--- src/design/tpca_pkg.sv ---
`timescale 1ns / 1ps

package tpca_pkg;

    localparam int PERIOD_W  = 16;
    localparam int SAMPLE_W  = 21;
    localparam int PEAK_W    = 17;
    localparam int STEP_W    = 14;
    localparam int DIV_W     = 18;
    localparam int DVSR_W    = 17;
    localparam int DIV_CNT_W = $clog2(DIV_W);
    localparam int PROD_W    = 31;
    localparam int UFAC_W    = 15;

    // floor(x / 1000) as floor(((x >> 3) * MS_RECIP) >> MS_RECIP_SHIFT)
    localparam int MS_RECIP_W     = 29;
    localparam int MS_RECIP_SHIFT = 35;
    localparam int MS_PROD_W      = PROD_W - 3 + MS_RECIP_W;

    localparam logic [PERIOD_W-1:0] MIN_START = 16'd65535;
    localparam logic [PERIOD_W-1:0] MAX_START = 16'd1;
    localparam logic [SAMPLE_W-1:0] MIN_SAMPLE_MS = 21'd500;
    localparam logic [SAMPLE_W-1:0] TRIGGER_SAMPLE_MS = 21'd750;
    localparam logic [UFAC_W-1:0] FACTOR_TENTH_MS = 15'd18600;
    localparam logic [UFAC_W-1:0] FACTOR_US = 15'd186;
    localparam logic [MS_RECIP_W-1:0] MS_RECIP = 29'd274877907;

    localparam logic MODE_TOOTH   = 1'b0;
    localparam logic MODE_TRIGGER = 1'b1;

    typedef enum logic [2:0] {
        ST_IDLE,
        ST_MUL,
        ST_RATIO,
        ST_SAMPLE,
        ST_OUT
    } tpca_state_t;

    typedef struct packed {
        logic accept_en;
        logic prod_load;
        logic div_start;
        logic ratio_load;
        logic sample_load;
        logic out_load;
    } tpca_cmd_t;

    typedef struct packed {
        logic last_accept;
        logic mode;
        logic div_busy;
        logic div_done;
        logic out_free;
    } tpca_sts_t;

    function automatic logic [STEP_W-1:0] axis_step_f(input logic [PEAK_W-1:0] peak);
        logic [STEP_W-1:0] step;
        if (peak < 17'd750)        step = 14'd100;
        else if (peak < 17'd1500)  step = 14'd250;
        else if (peak < 17'd3000)  step = 14'd500;
        else if (peak < 17'd6000)  step = 14'd1000;
        else if (peak < 17'd12000) step = 14'd1500;
        else if (peak < 17'd24000) step = 14'd3000;
        else if (peak < 17'd48000) step = 14'd6000;
        else                       step = 14'd12000;
        return step;
    endfunction

endpackage

--- src/design/tpca_ctrl.sv ---
`timescale 1ns / 1ps

module tpca_ctrl (
    input  logic                 aclk,
    input  logic                 aresetn,
    input  tpca_pkg::tpca_sts_t  sts,
    output tpca_pkg::tpca_cmd_t  cmd
);
    import tpca_pkg::*;

    tpca_state_t state_reg, state_next;

    always_comb begin
        state_next = state_reg;
        case (state_reg)
            ST_IDLE: begin
                if (sts.last_accept) begin
                    state_next = (sts.mode == MODE_TOOTH) ? ST_MUL : ST_OUT;
                end
            end
            ST_MUL: begin
                state_next = ST_SAMPLE;
            end
            ST_SAMPLE: begin
                state_next = ST_RATIO;
            end
            ST_RATIO: begin
                if (sts.div_done) begin
                    state_next = ST_OUT;
                end
            end
            ST_OUT: begin
                if (sts.out_free) begin
                    state_next = ST_IDLE;
                end
            end
            default: state_next = ST_IDLE;
        endcase
    end

    always_comb begin
        cmd = '0;
        case (state_reg)
            ST_IDLE: begin
                cmd.accept_en = 1'b1;
            end
            ST_MUL: begin
                cmd.prod_load = 1'b1;
                cmd.div_start = 1'b1;
            end
            ST_SAMPLE: begin
                cmd.sample_load = 1'b1;
            end
            ST_RATIO: begin
                if (sts.div_done) begin
                    cmd.ratio_load = 1'b1;
                end
            end
            ST_OUT: begin
                if (sts.out_free) begin
                    cmd.out_load = 1'b1;
                end
            end
            default: cmd = '0;
        endcase
    end

    always_ff @(posedge aclk) begin
        if (!aresetn) begin
            state_reg <= ST_IDLE;
        end else begin
            state_reg <= state_next;
        end
    end

    assert property (@(posedge aclk) disable iff (!aresetn)
        cmd.out_load |-> sts.out_free)
        else $error("summary loaded over a pending transaction");

    assert property (@(posedge aclk) disable iff (!aresetn)
        cmd.div_start |-> !sts.div_busy)
        else $error("divider started while busy");

endmodule

--- config.mk ---
export PLATFORM = sky130hd
export DESIGN_NAME = tpca_ctrl
export DESIGN_NICKNAME = d
export VERILOG_FILES = /design/src/design/tpca_pkg.sv /design/src/design/tpca_ctrl.sv
export SDC_FILE = /design/constraint.sdc
export NUM_CORES = 1
export LEC_CHECK = 0
export BUFFER_PORTS_ARGS = -buffer_cell sky130_fd_sc_hd__buf_2
export CORE_AREA = 3 3 40 42
export CTS_CLUSTER_SIZE = 28
export DETAILED_ROUTE_END_ITERATION = 8
export DIE_AREA = 0 0 43 45
export REMOVE_ABC_BUFFERS = 1
export SLEW_MARGIN = 15
export SYNTH_ARGS = -nofsm -noshare
export SYNTH_HDL_FRONTEND = slang
export SYNTH_SLANG_ARGS = --single-unit
export TNS_END_PERCENT = 20
--- constraint.sdc ---
create_clock -name aclk -period 1.1 [get_ports aclk]
set_input_delay 0 -clock aclk [delete_from_list [all_inputs] [get_ports aclk]]
set_output_delay 0 -clock aclk [all_outputs]
set_load 0.05 [all_outputs]
# Yosys cells after proc, flatten, opt, wreduce, memory -nomap -nowiden
# Cells that the tools add are included.
# classes
eq_ne,7
muxes,12
n_reduce_logical,2
# ops
cell,count
$pmux 3 s5,1
$mux 3,4
$eq 3x2->1 const B,2
$mux 1,6
$ne 2x2->1 const B,3
$eq 3x1->1 const B,1
$eq 3x3->1 const B,1
$logic_not 3->1,1
$reduce_and 3->1,1
$mux 2,1
# word_totals
ff_bits,3
in_bits,7
output_inout_bits,6
word_cells,22

# Depth between registers and ports, before layout
# Gate-level depths: netlist of run 1.
# logic_depth
word_depth,3
depth_mapped,4
mapped_depth_nobuf,3

# Least setup slack after synthesis of run 1
# OpenSTA, ideal clock, no wires.
# synth_timing
path_type,flip-flop to output port
from,reg state_reg[1]
to,out cmd[4] (netlist name)
arrival_ns,1.999
t_required_ns,1.100
setup_slack_ns,-0.899
path_stages_with_launch,4
path_buffers,2
cell_sequence,dfxtp_1 buf_4 nor3_1 buf_4
# synth_lines
element,line_no,source
start: declaration,tpca_ctrl.sv:11,"tpca_state_t state_reg, state_next;"
start signal: assignment,tpca_ctrl.sv:72,state_reg <= state_next;
end: declaration,tpca_ctrl.sv:7,output tpca_pkg::tpca_cmd_t cmd

==> results of run 1 <==
[kinds of logic (layout without fill, tap and decap cells)]
kind of cell | Yosys count | after routing | share of synthesized area, %
buffers and inverters | 4 | 18 | 13.0
multiplexers | 1 | 1 | 4.32
AND/OR/NAND/NOR | 16 | 16 | 41.6
AO/OA/AOI/OAI | 6 | 6 | 15.1
flip-flops | 3 | 3 | 25.9
[worst paths after layout]
path | endpoint | slack, ps | cells after the start
worst min-delay path | state_reg[1]$_SDFFE_PN0P_ | 20 | 2
worst max-delay path | cmd[0] | 50 | 3
worst min register to register | state_reg[2]$_SDFFE_PN0P_ | 600 | 2
worst max register to register | state_reg[1]$_SDFFE_PN0P_ | 90 | 3
[synth_stat cells (all sizes together)]
cell    number
o311a        1
buf          3
nor3b        1
nand3b       1
a21oi        3
and3         1
nor3         4
nor2         2
nand3        2
nand2b       2
nor4b        1
dfxtp        3
mux2i        1
o21ai        2
inv          1
nand2        1
and4bb       1
[cell type report]
type                            count  area (um^2)  area share, %
Multi-Input combinational cell     23          151           41.6
Timing Repair Buffer               13         92.6           25.4
Tap cell                           15         18.8           5.15
Inverter                            1         3.75           1.03
Clock buffer                        4         26.3           7.22
Sequential cell                     3         71.3           19.6
[where the power goes]
| group | switching, mW | leakage (nW) | internal (mW) |
|---|---|---|---|
| sequential | 0.0390 | 0.0267 | 0.131 |
| clock | 0.0524 | 0.0150 | 0.136 |
| combinational | 0.158 | 0.119 | 0.106 |
| total | 0.250 | 0.160 | 0.372 |
[per-layer routing]
layer,share of wire (%),up-vias,track usage (%)
li1,-,137,-
met1,45,116,8.39
met2,46,8,10.2
met3,8.6,0,2.79
met4,0,0,3.61
met5,0,-,0
[stage by stage]
step / power, mW / setup TNS [ps] / hold WS, ps / instances / instance area [um^2]
5_1_grt: 0.666 / -4.18 / 19.0 / 59 / 364
6_report: 0.622 / 0 / 18.3 / 59 / 364
2_1_floorplan: 0.330 / -4340 / 131 / 27 / 205
3_3_place_gp: 0.394 / -3.22 / 274 / 54 / 287
3_5_place_dp: 0.396 / 0 / 269 / 54 / 287
4_1_cts: 0.616 / 0 / 14.0 / 58 / 348
[repair_timing]
action / 4_1_cts / 5_1_grt
endpoints found under the setup margin: 7 / 6
gates resized for setup: 14 / 4
gates cloned: 0 / 0
pin swaps: 0 / 1
hold buffers: 0 / 0
buffers inserted: 0 / 1
==> flow_metrics.py, run 1 <==
metrics = {
    "status": {
        "run_status": "completed",
    },
    "setup_path": {
        "slowest_stage": "dfxtp_4",
        "reg2reg_from": "state_reg[2]$_SDFFE_PN0P_",
        "worstPathRequired_ps": 1100,
        "path_class": "reg -> out",
        "crit_start": "state_reg[2]$_SDFFE_PN0P_",
        "end_kind": "output pin",
        "path_delay_family": "flip-flops",
        "critPathMaxFanout": 9,
        "crit_buf_inv": 1,
        "cp-start-kind": "flop",
        "arrival_ps": 1050,
        "slowest_delay_ps": 390,
        "worstPathCellList": "nand2_1 -> nor3_1 -> buf_4",
    },
    "yosys": {
        "synth_top_cell_by_area": "dfxtp_1",
        "synth_top_area_share_pct": 25.9,
        "seq_area_frac_synth_pct": 25.9,
        "ys_ff_latch": 3,
        "synth_warnings": 0,
        "avgSynthCellArea_um2": 7.72,
        "synthDistinctLibCells": 19,
        "synth_area_um2": 231,
        "synth_area_leaders": "dfxtp_1, nor3_1, a21oi_1, buf_4, and4bb_2",
        "synthCells": 30,
    },
    "cts": {
        "ctsHtreeMaxLevel": 1,
        "clk_pin_slew_worst_paths_ps": 40,
        "clock_path_buffers": 2,
        "clk_latency_ps": 230,
        "cts_root_buf": "clkbuf_4",
        "cts_buffers": 3,
        "cts.sinks": 3,
        "cts_tree": "done",
    },
    "timing": {
        "slew_viol_final": 0,
        "hold_violations": 0,
        "max_slew.worst_pin.slew_ps": 248,
        "skew_ps": 4.09,
        "setup_viol": 0,
        "finalCritPeriodShare_pct": 95.1,
        "setup_ws_ps": 53.5,
        "fin_crit_ps": 1050,
        "rsz0062_at_grt": "true",
        "max_freq_ghz": 0.956,
        "max_slew_margin_pct": 83.3,
    },
    "floorplan": {
        "fp.dieArea_um2": 1940,
        "rows": 13,
        "die_w_um": 43,
        "core_area_um2": 1280,
        "die_h_um": 45,
        "io_pins": 13,
        "start_util_pct": 18.0,
    },
    "cells_and_area": {
        "utilization_pct": 28.3,
        "layout_commonest_cell": "buf_4",
        "nNetsFinal": 52,
        "drive_above_1_share_pct": 52.3,
        "largest_reg_flops": 3,
        "diodes": 0,
        "final_cell_mix": "buf_4, buf_2",
        "area_growth_pct": 57.3,
        "fillers": 148,
    },
    "route": {
        "drt_wl_total_um": 579,
        "route.detailed.drc": 0,
        "first_pass_iters": 4,
        "routedWlPerCell_um": 9.81,
        "drtIter0Drc": 2,
        "vias_per_cell": 4.42,
        "num_vias": 261,
        "ant_nets": 0,
    },
    "global_routing": {
        "grt.total_usage_pct": 6.82,
        "grt_pass1_wl_um": 993,
        "antenna_found_initial": 0,
        "grt_pass1_vias": 251,
        "grt_max_degree": 13,
        "grt_overflow": 0,
    },
    "worst_hold_path": {
        "holdCritPathClass": "in -> reg",
        "min_from": "aresetn",
    },
    "power": {
        "p_per_area_nw_per_um2": 1710,
        "p_leak_nw": 0.160,
        "peakVddDrop_v": 0.000486,
    },
    "placed_design": {
        "gp_congestion": 0.687,
        "dp_slack_ps": 5.48,
        "hpwl_um": 429,
        "io_buffers": 11,
    },
    "flow_run": {
        "drv_cap": 0,
    },
}
Note: power is estimated with default switching activity, not from simulation.
==> run 2: changes to the inputs <==
Settings changed: ABC_AREA set to 1.
==> run 2 against run 1 <==
  * Non-clock buffer count grew 1
  * Critical path depth increased by 1
  * Combinational power decreased by 6%
  * Clock power hardly changed
  * Via count decreased by 6.1%
  * Design area increased by 7.2%
  * Core utilization increased by 2.0 points
  * Critical path type unchanged
==> flow_metrics.py, run 2 <==
metrics = {
    "timing": {
        "finalCritPeriodShare_pct": 97.3,
        "rsz0062_at_grt": "true",
        "max_slew.worst_pin.slew_ps": 249,
        "fin_crit_ps": 1070,
        "slew_viol_final": 0,
        "hold_violations": 0,
        "max_freq_ghz": 0.935,
        "max_slew_margin_pct": 83.5,
        "setup_viol": 0,
        "skew_ps": 1.44,
    },
    "cts": {
        "clock_path_buffers": 2,
        "cts.sinks": 3,
        "clk_latency_ps": 230,
        "cts_buffers": 3,
        "clk_pin_slew_worst_paths_ps": 40,
        "ctsHtreeMaxLevel": 1,
        "cts_tree": "done",
        "cts_root_buf": "clkbuf_4",
    },
    "flow_run": {
        "drv_cap": 0,
    },
    "cells_and_area": {
        "largest_reg_flops": 3,
        "layout_commonest_cell": "inv_1",
        "drive_above_1_share_pct": 56.0,
        "utilization_pct": 30.4,
        "nNetsFinal": 58,
        "register_area_um2": 68.8,
        "diodes": 0,
        "area_growth_pct": 86.8,
        "multi_input_area_um2": 135,
        "fillers": 146,
        "final_cell_mix": "inv_1, buf_2, buf_6",
        "final_area_um2": 390,
    },
    "global_routing": {
        "grt_overflow": 0,
        "grt_max_degree": 7,
        "grt.total_usage_pct": 5.66,
        "grt_pass1_vias": 206,
        "grt_pass1_wl_um": 759,
        "antenna_found_initial": 0,
    },
    "route": {
        "drt_wl_total_um": 516,
        "num_vias": 245,
        "routedWlPerCell_um": 7.94,
        "route.detailed.drc": 0,
        "ant_nets": 0,
        "vias_per_cell": 3.77,
        "first_pass_iters": 4,
        "drtIter0Drc": 5,
    },
    "setup_path": {
        "cp-start-kind": "flop",
        "end_kind": "output pin",
        "arrival_ps": 1070,
        "critPathMaxFanout": 6,
        "path_class": "reg -> out",
        "worstPathRequired_ps": 1100,
    },
    "yosys": {
        "synth_area_leaders": "dfxtp_1, inv_1, nand3_1, nand2_1, nor2_1",
        "synth_fa_ha_area_share_pct": 0,
        "avgSynthCellArea_um2": 6.33,
        "synth_ff_type": "dfxtp_1",
        "synth_top_family_by_area": "simple AND/OR/NAND/NOR gates",
        "ys_ff_latch": 3,
        "synthDistinctLibCells": 16,
        "synth-xor-area-share_pct": 0,
        "synth_top_area_share_pct": 28.7,
        "synth_edf_count": 0,
        "synth_simple_gate_area_share_pct": 39.5,
        "synthTopCellsByCount": "inv_1, nand2_1, nor2_1",
        "async_flop_share_pct": 0,
        "synth_compound_area_share_pct": 12.0,
        "seq_area_frac_synth_pct": 28.7,
        "post-synth-top-count-cell": "inv_1",
        "synth_top_cell_by_area": "dfxtp_1",
        "synth_area_um2": 209,
        "synth_warnings": 0,
        "muxShareOfSynthArea_pct": 0,
        "synthCells": 33,
    },
    "status": {
        "run_status": "completed",
    },
    "worst_hold_path": {
        "holdCritPathClass": "in -> reg",
    },
    "placed_design": {
        "gp_congestion": 0.721,
        "hpwl_um": 391,
        "io_buffers": 11,
        "placed_cell_area_um2": 283,
    },
    "floorplan": {
        "start_util_pct": 16.3,
        "core_area_um2": 1280,
        "die_h_um": 45,
        "die_w_um": 43,
        "io_pins": 13,
        "rows": 13,
        "fp.dieArea_um2": 1940,
    },
    "power": {
        "p_leak_nw": 0.194,
        "p_per_area_nw_per_um2": 1520,
        "peakVddDrop_v": 0.000455,
    },
}
## run 2: where the power goes
part / total, mW / switching [mW] / internal, mW
registers: 0.154 / 0.0288 / 0.125
logic: 0.248 / 0.159 / 0.0891
clock network: 0.190 / 0.0542 / 0.136
## run 2: cell type report
class | instances | share of cell area (%)
inverters | 9 | 8.65
clock buffers | 4 | 6.73
flip-flops and latches | 3 | 17.6
repair buffers | 14 | 27.6
well taps | 15 | 4.81
multi-input cells | 20 | 34.6
## run 2: routing by layer
layer | track usage, % | wire length (um) | share of wire [%]
met5 | 0 | 0 | 0
met4 | 3.61 | 0 | 0
met3 | 3.59 | 53 | 10
met2 | 7.49 | 204 | 40
met1 | 6.73 | 258 | 50
## run 2: cell families after synthesis
kind of cell | Yosys count
AND/OR/NAND/NOR | 16
flip-flops | 3
buffers and inverters | 10
AO/OA/AOI/OAI | 4
## run 2: per-stage QoR
stage	hold WS (ps)	power (mW)	instances	setup slack, ps	setup TNS (ps)
6_report	119	0.592	65	30.0	0
5_1_grt	149	0.639	65	-19.2	-76.5
4_1_cts	71.2	0.566	64	-29.9	-88.5
3_5_place_dp	203	0.355	59	93.8	0
3_3_place_gp	204	0.353	59	80.0	0
2_1_floorplan	97.6	0.304	32	-888	-2660
## run 2: critical path: stages (launching register included)
cell	delay (ps)
dfxtp_4	360
nor2_2	140
nand2_1	60
nor2_1	80
buf_4	200
## run 2: timing repair
action | CTS | global route
endpoints found under the hold margin | 1 | 0
buffers inserted | 0 | 1
resized for setup | 8 | 13
hold buffers | 1 | 0
pin swaps | 0 | 2
endpoints found under the setup margin | 5 | 6
## run 2: path summary, 6_finish.rpt
| check | start | endpoint | slack, ps | cells past startpoint |
|---|---|---|---|---|
| setup / recovery | state_reg[1]$_SDFFE_PN0P_ | cmd[0] | 30 | 4 |
| hold / removal | sts[1] | state_reg[1]$_SDFFE_PN0P_ | 120 | 4 |
| setup reg to reg | state_reg[2]$_SDFFE_PN0P_ | state_reg[2]$_SDFFE_PN0P_ | 150 | 6 |
| hold reg to reg | state_reg[1]$_SDFFE_PN0P_ | state_reg[1]$_SDFFE_PN0P_ | 550 | 2 |
